File: config.mk
export PLATFORM = sky130hd
export DESIGN_NAME = winograd_matrix_multiply_top_flat
export DESIGN_NICKNAME = d
export VERILOG_FILES = /design/src/wmm_pkg.sv /design/src/wmm_if.sv /design/src/wmm_ram.sv /design/src/winograd_matrix_multiply_top.sv /design/src/flat_wrapper.sv
export SDC_FILE = /design/constraint.sdc
export NUM_CORES = 2
export LEC_CHECK = 0
export ABC_CLOCK_PERIOD_IN_PS = 9100
export BUFFER_PORTS_ARGS = -buffer_cell sky130_fd_sc_hd__buf_2
export CAP_MARGIN = 25
export CELL_PAD_IN_SITES_DETAIL_PLACEMENT = 1
export CELL_PAD_IN_SITES_GLOBAL_PLACEMENT = 2
export CORE_ASPECT_RATIO = 2
export CORE_MARGIN = 4
export CORE_UTILIZATION = 44
export DETAILED_ROUTE_END_ITERATION = 10
export PLACE_DENSITY_LB_ADDON = 0.1
export SETUP_SLACK_MARGIN = 0.15
export SYNTH_ARGS = -nofsm -noshare
export SYNTH_HDL_FRONTEND = slang
export SYNTH_SLANG_ARGS = --single-unit
export TNS_END_PERCENT = 30
File: constraint.sdc
create_clock -name i_clk -period 9.1 [get_ports i_clk]
set_input_delay 0.91 -clock i_clk [delete_from_list [all_inputs] [get_ports i_clk]]
set_output_delay 0.91 -clock i_clk [all_outputs]
set_load 0.05 [all_outputs]
File: src/wmm_pkg.sv
// ----------------------------------------------------------------------------
// wmm_pkg
// Shared field widths and command codes for the Winograd matrix multiplier.
// ----------------------------------------------------------------------------
package wmm_pkg;

    localparam int CMD_W  = 2;
    localparam int IDX_W  = 3;
    localparam int VAL_W  = 16;
    localparam int PROD_W = 32;
    localparam int DIM_W  = 4;

    localparam logic [CMD_W-1:0] CMD_WR_A    = 2'd0;
    localparam logic [CMD_W-1:0] CMD_WR_B    = 2'd1;
    localparam logic [CMD_W-1:0] CMD_COMPUTE = 2'd2;

    localparam logic [DIM_W-1:0] DIM_RESET = 4'd8;

endpackage

File: src/wmm_if.sv
// ----------------------------------------------------------------------------
// wmm_if
// Valid/ready channels: command items in, product items out.
// ----------------------------------------------------------------------------
interface wmm_in_if;
    import wmm_pkg::*;

    logic                    valid;
    logic                    ready;
    logic [CMD_W-1:0]        cmd;
    logic [IDX_W-1:0]        row;
    logic [IDX_W-1:0]        col;
    logic signed [VAL_W-1:0] value;

    modport source (output valid, cmd, row, col, value, input ready);
    modport sink   (input valid, cmd, row, col, value, output ready);
endinterface

interface wmm_out_if;
    import wmm_pkg::*;

    logic                     valid;
    logic                     ready;
    logic [IDX_W-1:0]         out_row;
    logic [IDX_W-1:0]         out_col;
    logic signed [PROD_W-1:0] product;
    logic                     last;

    modport source (output valid, out_row, out_col, product, last, input ready);
    modport sink   (input valid, out_row, out_col, product, last, output ready);
endinterface

File: src/wmm_ram.sv
// ----------------------------------------------------------------------------
// wmm_ram
// Generic RAM: one write port, two read ports with registered read data.
// ----------------------------------------------------------------------------
module wmm_ram #(
    parameter int WIDTH = 16,
    parameter int DEPTH = 64,
    parameter int AW    = (DEPTH > 1) ? $clog2(DEPTH) : 1
) (
    input  logic             i_clk,
    input  logic             i_we,
    input  logic [AW-1:0]    i_waddr,
    input  logic [WIDTH-1:0] i_wdata,
    input  logic [AW-1:0]    i_raddr0,
    input  logic [AW-1:0]    i_raddr1,
    output logic [WIDTH-1:0] o_rdata0,
    output logic [WIDTH-1:0] o_rdata1
);

    logic [WIDTH-1:0] r_mem [DEPTH];

    always_ff @(posedge i_clk) begin
        if (i_we) begin
            r_mem[i_waddr] <= i_wdata;
        end
        o_rdata0 <= r_mem[i_raddr0];
        o_rdata1 <= r_mem[i_raddr1];
    end

endmodule

File: src/winograd_matrix_multiply_top.sv
// ----------------------------------------------------------------------------
// winograd_matrix_multiply_top
// Square signed matrix product by Winograd's pairwise scheme, one shared
// multiplier under a sequencer.
//
// Input channel i_in carries items: write A element, write B element, or
// compute. A write produces nothing. A compute item keeps i_in.ready low
// until its last result has been loaded into the output register. It emits
// n*n items on o_out in row-major order, last set on the final one. n comes
// from the dim register (i_cfg_we/i_cfg_wdata), clamped to 1..MAX_DIM. It is
// to be written only while the block is idle; the block does not enforce it.
// Every multiply step runs through address, RAM read, multiply and accumulate
// with the single multiplier. A compute item runs a factor pass (row factors,
// then column factors) and then a product pass, which an output stall can
// hold.
// The output register holds one item; a stalled receiver holds the
// sequencer in its emit state without losing anything.
// Reset (synchronous, active low) returns the sequencer to idle, drops the
// output valid and sets dim to 8. Matrix contents are undefined until written.
// ----------------------------------------------------------------------------
module winograd_matrix_multiply_top #(
    parameter int MAX_DIM   = 8,
    parameter int ELEM_BITS = 16
) (
    input  logic                       i_clk,
    input  logic                       i_rst_n,
    wmm_in_if.sink                     i_in,
    wmm_out_if.source                  o_out,
    input  logic                       i_cfg_we,
    input  logic [wmm_pkg::DIM_W-1:0]  i_cfg_wdata
);
    import wmm_pkg::*;

    localparam int DEPTH = MAX_DIM * MAX_DIM;
    localparam int AW    = (DEPTH > 1) ? $clog2(DEPTH) : 1;
    localparam int IW    = (MAX_DIM > 1) ? $clog2(MAX_DIM) : 1;
    localparam int NW    = $clog2(MAX_DIM + 1);
    localparam int KW    = $clog2(MAX_DIM / 2 + 2);

    typedef enum logic [2:0] {
        S_IDLE, S_INIT, S_CHK, S_RD, S_MUL, S_ACC, S_EMIT
    } t_state;

    typedef enum logic [1:0] {
        M_ROW, M_COL, M_PROD
    } t_mode;

    t_state            r_state;
    t_mode             r_mode;
    logic [DIM_W-1:0]  r_dim;
    logic [NW-1:0]     r_n;
    logic [IW-1:0]     r_i;
    logic [IW-1:0]     r_j;
    logic [KW-1:0]     r_k;
    logic [PROD_W-1:0] r_acc;
    logic [PROD_W-1:0] r_prod;
    logic [PROD_W-1:0] r_row_fac [MAX_DIM];
    logic [PROD_W-1:0] r_col_fac [MAX_DIM];
    logic              r_out_valid;
    logic [IDX_W-1:0]  r_out_row;
    logic [IDX_W-1:0]  r_out_col;
    logic [PROD_W-1:0] r_out_prod;
    logic              r_out_last;

    function automatic logic [AW-1:0] f_addr(input logic [IW-1:0] r, input logic [IW-1:0] c);
        return AW'(int'(r) * MAX_DIM + int'(c));
    endfunction

    function automatic logic [PROD_W-1:0] f_sext(input logic [ELEM_BITS-1:0] e);
        return PROD_W'(signed'(e));
    endfunction

    // ---- load path ----
    logic w_in_acc, w_idx_ok, w_we_a, w_we_b;
    logic [AW-1:0]        w_waddr;
    logic [ELEM_BITS-1:0] w_wdata;

    assign w_in_acc = i_in.valid && i_in.ready;
    assign w_idx_ok = (int'(i_in.row) < MAX_DIM) && (int'(i_in.col) < MAX_DIM);
    assign w_we_a   = w_in_acc && w_idx_ok && (i_in.cmd == CMD_WR_A);
    assign w_we_b   = w_in_acc && w_idx_ok && (i_in.cmd == CMD_WR_B);
    assign w_waddr  = f_addr(IW'(i_in.row), IW'(i_in.col));
    // value is taken zero-extended, then sign-extended from ELEM_BITS-1 on read
    assign w_wdata  = ELEM_BITS'($unsigned(i_in.value));

    // ---- step control ----
    logic [NW-1:0] w_half;
    logic [IW-1:0] w_nm1;
    logic          w_odd_step, w_step_go, w_last_i, w_last_j, w_slot_free;
    logic [IW-1:0] w_k2, w_k2p1;
    logic [NW-1:0] w_n_clamp;

    assign w_half      = r_n >> 1;
    assign w_nm1       = IW'(r_n - 1'b1);
    assign w_odd_step  = (r_mode == M_PROD) && r_n[0] && (NW'(r_k) == w_half);
    assign w_step_go   = (NW'(r_k) < w_half) || w_odd_step;
    assign w_last_i    = (r_i == w_nm1);
    assign w_last_j    = (r_j == w_nm1);
    assign w_k2        = IW'({r_k, 1'b0});
    assign w_k2p1      = IW'({r_k, 1'b1});
    assign w_slot_free = !r_out_valid || o_out.ready;

    always_comb begin
        if (r_dim == '0) begin
            w_n_clamp = NW'(1);
        end else if (int'(r_dim) > MAX_DIM) begin
            w_n_clamp = NW'(MAX_DIM);
        end else begin
            w_n_clamp = NW'(r_dim);
        end
    end

    // ---- matrix RAMs ----
    logic [AW-1:0]        w_ra0, w_ra1, w_rb0, w_rb1;
    logic [ELEM_BITS-1:0] w_qa0, w_qa1, w_qb0, w_qb1;

    // odd step reads A[i][n-1] and B[n-1][j]
    assign w_ra0 = f_addr(r_i, w_odd_step ? w_nm1 : w_k2);
    assign w_ra1 = f_addr(r_i, w_odd_step ? w_nm1 : w_k2p1);
    assign w_rb0 = f_addr(w_odd_step ? w_nm1 : w_k2, r_j);
    assign w_rb1 = f_addr(w_odd_step ? w_nm1 : w_k2p1, r_j);

    wmm_ram #(.WIDTH(ELEM_BITS), .DEPTH(DEPTH), .AW(AW)) u_ram_a (
        .i_clk    (i_clk),
        .i_we     (w_we_a),
        .i_waddr  (w_waddr),
        .i_wdata  (w_wdata),
        .i_raddr0 (w_ra0),
        .i_raddr1 (w_ra1),
        .o_rdata0 (w_qa0),
        .o_rdata1 (w_qa1)
    );

    wmm_ram #(.WIDTH(ELEM_BITS), .DEPTH(DEPTH), .AW(AW)) u_ram_b (
        .i_clk    (i_clk),
        .i_we     (w_we_b),
        .i_waddr  (w_waddr),
        .i_wdata  (w_wdata),
        .i_raddr0 (w_rb0),
        .i_raddr1 (w_rb1),
        .o_rdata0 (w_qb0),
        .o_rdata1 (w_qb1)
    );

    // ---- shared multiplier operands ----
    logic [PROD_W-1:0] w_ea0, w_ea1, w_eb0, w_eb1, w_x, w_y;

    assign w_ea0 = f_sext(w_qa0);
    assign w_ea1 = f_sext(w_qa1);
    assign w_eb0 = f_sext(w_qb0);
    assign w_eb1 = f_sext(w_qb1);

    always_comb begin
        case (r_mode)
            M_ROW: begin
                w_x = w_ea0;
                w_y = w_ea1;
            end
            M_COL: begin
                w_x = w_eb0;
                w_y = w_eb1;
            end
            M_PROD: begin
                if (w_odd_step) begin
                    w_x = w_ea0;
                    w_y = w_eb0;
                end else begin
                    w_x = w_ea0 + w_eb1;
                    w_y = w_ea1 + w_eb0;
                end
            end
            default: begin
                w_x = '0;
                w_y = '0;
            end
        endcase
    end

    // ---- sequencer ----
    always_ff @(posedge i_clk) begin
        if (!i_rst_n) begin
            r_state     <= S_IDLE;
            r_mode      <= M_ROW;
            r_out_valid <= 1'b0;
            r_dim       <= DIM_RESET;
        end else begin
            if (i_cfg_we) begin
                r_dim <= i_cfg_wdata;
            end
            if (r_state == S_EMIT && w_slot_free) begin
                r_out_valid <= 1'b1;
            end else if (o_out.ready) begin
                r_out_valid <= 1'b0;
            end

            case (r_state)
                S_IDLE: begin
                    if (w_in_acc && i_in.cmd == CMD_COMPUTE) begin
                        r_n     <= w_n_clamp;
                        r_mode  <= M_ROW;
                        r_i     <= '0;
                        r_j     <= '0;
                        r_k     <= '0;
                        r_acc   <= '0;
                        r_state <= S_CHK;
                    end
                end
                S_INIT: begin
                    r_acc   <= PROD_W'(0) - r_row_fac[r_i] - r_col_fac[r_j];
                    r_k     <= '0;
                    r_state <= S_CHK;
                end
                S_CHK: begin
                    if (w_step_go) begin
                        r_state <= S_RD;
                    end else begin
                        case (r_mode)
                            M_ROW: begin
                                r_row_fac[r_i] <= r_acc;
                                r_acc <= '0;
                                r_k   <= '0;
                                if (w_last_i) begin
                                    r_mode <= M_COL;
                                    r_j    <= '0;
                                end else begin
                                    r_i <= r_i + 1'b1;
                                end
                            end
                            M_COL: begin
                                r_col_fac[r_j] <= r_acc;
                                r_acc <= '0;
                                r_k   <= '0;
                                if (w_last_j) begin
                                    r_mode  <= M_PROD;
                                    r_i     <= '0;
                                    r_j     <= '0;
                                    r_state <= S_INIT;
                                end else begin
                                    r_j <= r_j + 1'b1;
                                end
                            end
                            default: begin
                                r_state <= S_EMIT;
                            end
                        endcase
                    end
                end
                S_RD: begin
                    r_state <= S_MUL;
                end
                S_MUL: begin
                    r_prod  <= w_x * w_y;
                    r_state <= S_ACC;
                end
                S_ACC: begin
                    r_acc   <= r_acc + r_prod;
                    r_k     <= r_k + 1'b1;
                    r_state <= S_CHK;
                end
                S_EMIT: begin
                    if (w_slot_free) begin
                        r_out_row   <= IDX_W'(r_i);
                        r_out_col   <= IDX_W'(r_j);
                        r_out_prod  <= r_acc;
                        r_out_last  <= w_last_i && w_last_j;
                        if (w_last_j) begin
                            r_j <= '0;
                            if (w_last_i) begin
                                r_state <= S_IDLE;
                            end else begin
                                r_i     <= r_i + 1'b1;
                                r_state <= S_INIT;
                            end
                        end else begin
                            r_j     <= r_j + 1'b1;
                            r_state <= S_INIT;
                        end
                    end
                end
                default: begin
                    r_state <= S_IDLE;
                end
            endcase
        end
    end

    assign i_in.ready    = (r_state == S_IDLE);
    assign o_out.valid   = r_out_valid;
    assign o_out.out_row = r_out_row;
    assign o_out.out_col = r_out_col;
    assign o_out.product = r_out_prod;
    assign o_out.last    = r_out_last;

    // ---- assertions ----
    a_mul_after_rd: assert property (@(posedge i_clk) disable iff (!i_rst_n)
        r_state == S_MUL |-> $past(r_state) == S_RD)
        else $error("multiply without a preceding RAM read cycle");

    a_k_bounded: assert property (@(posedge i_clk) disable iff (!i_rst_n)
        r_state != S_IDLE |-> NW'(r_k) <= w_half + 1'b1)
        else $error("pair counter ran past the last pair");

    a_emit_loads: assert property (@(posedge i_clk) disable iff (!i_rst_n)
        r_state == S_EMIT && w_slot_free |=> r_out_valid)
        else $error("emit state did not load the output register");

    a_last_diag: assert property (@(posedge i_clk) disable iff (!i_rst_n)
        r_out_valid && r_out_last |-> r_out_row == r_out_col)
        else $error("last flag on a non-final element");

    a_busy_no_ready: assert property (@(posedge i_clk) disable iff (!i_rst_n)
        r_state == S_EMIT && !w_slot_free |=> r_state == S_EMIT)
        else $error("sequencer advanced while the output was stalled");

endmodule

File: src/flat_wrapper.sv
// flat-port wrapper written by rule: the top's interface ports become plain ports
module winograd_matrix_multiply_top_flat import wmm_pkg::*;
#(
    parameter int MAX_DIM   = 8,
    parameter int ELEM_BITS = 16
)
  (i_clk, i_rst_n, i_cfg_we, i_cfg_wdata, i_in_valid, i_in_cmd, i_in_row, i_in_col, i_in_value, i_in_ready, o_out_valid, o_out_out_row, o_out_out_col, o_out_product, o_out_last, o_out_ready);
  wmm_in_if i_in_i ();
  wmm_out_if o_out_i ();
  input  logic i_clk;
  input  logic i_rst_n;
  input  logic i_cfg_we;
  input  logic [wmm_pkg::DIM_W-1:0] i_cfg_wdata;
  input wire logic [$bits(i_in_i.valid)-1:0] i_in_valid;
  input wire logic [$bits(i_in_i.cmd)-1:0] i_in_cmd;
  input wire logic [$bits(i_in_i.row)-1:0] i_in_row;
  input wire logic [$bits(i_in_i.col)-1:0] i_in_col;
  input wire logic [$bits(i_in_i.value)-1:0] i_in_value;
  output wire logic [$bits(i_in_i.ready)-1:0] i_in_ready;
  output wire logic [$bits(o_out_i.valid)-1:0] o_out_valid;
  output wire logic [$bits(o_out_i.out_row)-1:0] o_out_out_row;
  output wire logic [$bits(o_out_i.out_col)-1:0] o_out_out_col;
  output wire logic [$bits(o_out_i.product)-1:0] o_out_product;
  output wire logic [$bits(o_out_i.last)-1:0] o_out_last;
  input wire logic [$bits(o_out_i.ready)-1:0] o_out_ready;
  assign i_in_i.valid = i_in_valid;
  assign i_in_i.cmd = i_in_cmd;
  assign i_in_i.row = i_in_row;
  assign i_in_i.col = i_in_col;
  assign i_in_i.value = i_in_value;
  assign i_in_ready = i_in_i.ready;
  assign o_out_valid = o_out_i.valid;
  assign o_out_out_row = o_out_i.out_row;
  assign o_out_out_col = o_out_i.out_col;
  assign o_out_product = o_out_i.product;
  assign o_out_last = o_out_i.last;
  assign o_out_i.ready = o_out_ready;
  winograd_matrix_multiply_top #(.MAX_DIM(MAX_DIM), .ELEM_BITS(ELEM_BITS)) u_core (.i_clk(i_clk), .i_rst_n(i_rst_n), .i_in(i_in_i), .o_out(o_out_i), .i_cfg_we(i_cfg_we), .i_cfg_wdata(i_cfg_wdata));
endmodule
==> metrics <==
detailed-route via count=67.5k; vias in the first global route=73.5k; CP Max Fanout=13; Distinct cells, synth=84; largest area contributor in the netlist=edfxtp_1; clock latency on the worst-skew pair=920 ps; status=finished, final reports clean; Hold Crit Class=input pin to flip-flop; dpl hpwl=266,000 um; CP most frequent cell=fa_1; initial antenna violation count=12; ANT nets after route=0; drt drc=0; post-synth top area share=0.670; # hold bufs at CTS=0; Total Wirelength=388,000 um; total die area=0.282 sq mm; Slowest-stage cell, CP=fa_1; Final Hold Fails=0; ranking of synthesized cells by area=edfxtp_1, mux4_2, fa_1; routability cong.=0.911; synthesized area per cell=17.0 sq um; Clock Skew=127 ps; Initial Utilization=0.443; layout cells sized above 1=0.213; Worst Hold Launch=i_cfg_wdata[3]; Final #Nets=8,254; DRT iter0 DRCs=4,988; CTS clk-pin slew, worst paths=60 ps; reg2reg start=u_core.u_ram_a.o_rdata1[3]; Syn Inst Count=7,054; post-synthesis sequential area ratio=0.683; Synthesized Nets=7,687; Crit path largest cell delay=560 ps; Reg2Reg Depth=35; Final Max Tran Viols=0; crit start category=flip-flop; DRT Pass-1 Iters=5; r2r endpoint=u_core.r_prod[31]; most frequent cells after synthesis=edfxtp_1, nor2_1, a22oi_1, inv_1, mux4_2; Main synth FF type=edfxtp_1; largest net degree at the start of global routing=97; relative slew slack=0.250; kind of end point of the critical path=flip-flop; Clock Sink Count=2,756; RSZ-0062 raised after global routing=true; GRT overflow=0; WS Path Type=flip-flop to flip-flop; flops & latches, synth=2,756; Worst Path Required=9680 ps; Post-synth EDFFs=2,676; CTS tree=done; io pins=74; clk buf depth=4; Async SR Flop Fraction=0; Fill cells=25.2k; Die H=746 um; synthesized cell area=0.120 sq mm; Reg2Reg Setup Slack=20 ps; Max Cap Violations=0; Max Freq=0.110 GHz; die span in x=377 um; worst hold path depth=3; period utilization=0.997; Vias/cell=5.93; CP Data Arrival Time=9660 ps; GRT Overall Usage=0.275; Hold EP=u_core.r_dim[3]; synth warn=0; core area=0.271 sq mm; root buffer cell=clkbuf_16; top-count cell post-synth=edfxtp_1; FP Rows=270; crit path time final=9080 ps; first-pass GRT wire length=550,000 um; Port Buf Inserts=73; Final Cell Area=0.137 sq mm; CTS Buf Count=240; WL/cell=34.1 um; Post-DP Area=0.129 sq mm; setup violators final=0; H-tree levels=4; measured slew at the worst slew-check pin=1120 ps; Area Growth Syn to Fin=14.6%
critical path, delay by kind of cell (launching register included):
kind                       cells  cell delay [ps]
buffers and inverters          7             1020
and+or+nand+nor                5             1010
DFF                            1              330
xor gates and xnor gates       4              540
AOI/OAI and AO/OA              9             1240
adders and majority gates     10             4660
cell type report:
class / count / area, sq um / share of cell area
Inverter: 411 / 1540 / 0.0112
Multi-Input combinational cell: 3526 / 35800 / 0.261
Tap cell: 3536 / 4420 / 0.0322
Clock inverter: 144 / 1690 / 0.0123
Antenna cell: 18 / 45.0 / 0.000328
Sequential cell: 2756 / 82000 / 0.597
Clock buffer: 294 / 6290 / 0.0458
Timing Repair Buffer: 686 / 5640 / 0.0410
cells by family (layout without fill, tap and decap cells):
group,after synthesis,after routing,synth area share
buffers and inverters,772,1535,0.0249
muxes,497,497,0.0810
xor gates and xnor gates,148,148,0.0109
other,0,18,0
adders and majority gates,600,600,0.0842
and+or+nand+nor,1069,1069,0.0413
DFF,2756,2756,0.683
AOI/OAI and AO/OA,1212,1212,0.0745
layer usage:
layer | vias up | global-route usage | routed length [um]
li1 | 28800 | - | -
met1 | 36200 | 0.291 | 131000
met2 | 1869 | 0.524 | 216000
met3 | 687 | 0.0253 | 13700
met4 | 4 | 0.162 | 27400
met5 | - | 0 | 24
per-stage QoR:
step / cells / hold WS (ps) / util / setup slack (ps) / setup TNS (ps)
detailed placement: 10900 / 455 / 0.475 / -484 / -3030
global placement: 10900 / 451 / 0.474 / -548 / -2840
CTS: 11300 / 188 / 0.506 / 1.24 / 0
finish: 11400 / 261 / 0.507 / 22.8 / 0
floorplan: 7054 / 424 / - / 155 / 0
global route: 11400 / 261 / 0.507 / -218 / -676
flip-flops by register name (all words and copies together), names as in the netlist, 32 cells and up, named ones only:
name	cells
u_core.r_col_fac	256
u_core.r_acc	32
u_core.u_ram_b.r_mem	1024
u_core.r_row_fac	256
u_core.r_prod	32
u_core.o_out.product	32
u_core.u_ram_a.r_mem	1024
cells in the final DEF, fill, tap and decap left out, types with 18 or more instances in the layout:
master,count
clkbuf_16,242
buf_12,37
nand3_1,46
nand4_1,112
or2_2,39
nor2_2,34
nor2_1,425
a221oi_1,121
a21o_1,62
mux4_2,378
bufinv_16,36
a22o_1,110
buf_2,59
nor2b_1,25
diode_2,18
a31oi_1,42
nand2b_1,30
o21ai_0,106
edfxtp_1,2676
fa_2,25
a21oi_1,102
fa_1,320
nand2_1,229
mux2i_1,113
clkinv_2,36
xor2_1,48
clkinv_1,42
dfxtp_1,69
a22oi_1,411
xnor2_1,96
buf_4,572
ha_1,245
inv_1,400
o22ai_1,30
clkbuf_1,48
how the worst max path moves through the flow:
stage | startpoint | to | slack [ps] | cells after the start
3_5_place_dp | u_core.u_ram_b.o_rdata0[0] | u_core.r_prod[31] | -480 | 33
3_3_place_gp | u_core.u_ram_b.o_rdata0[0] | u_core.r_prod[31] | -550 | 39
6_report | u_core.u_ram_a.o_rdata1[3] | u_core.r_prod[31] | 20 | 35
2_1_floorplan | u_core.u_ram_b.o_rdata1[0] | u_core.r_prod[31] | 160 | 34
4_1_cts | u_core.u_ram_b.o_rdata1[0] | u_core.r_prod[31] | 1 | 36
5_1_grt | u_core.u_ram_b.o_rdata1[0] | u_core.r_prod[31] | -220 | 35
timing repair:
| action | 4_1_cts | 5_1_grt |
|---|---|---|
| endpoints found under the setup margin | 15 | 16 |
| pin swaps | 68 | 48 |
| buffers inserted | 18 | 4 |
| gates cloned | 1 | 0 |
| gates resized for setup | 90 | 51 |
Power is left out: the tool's default activity adds up to more than one toggle a clock period on the data nets, which glitch-free logic cannot reach.
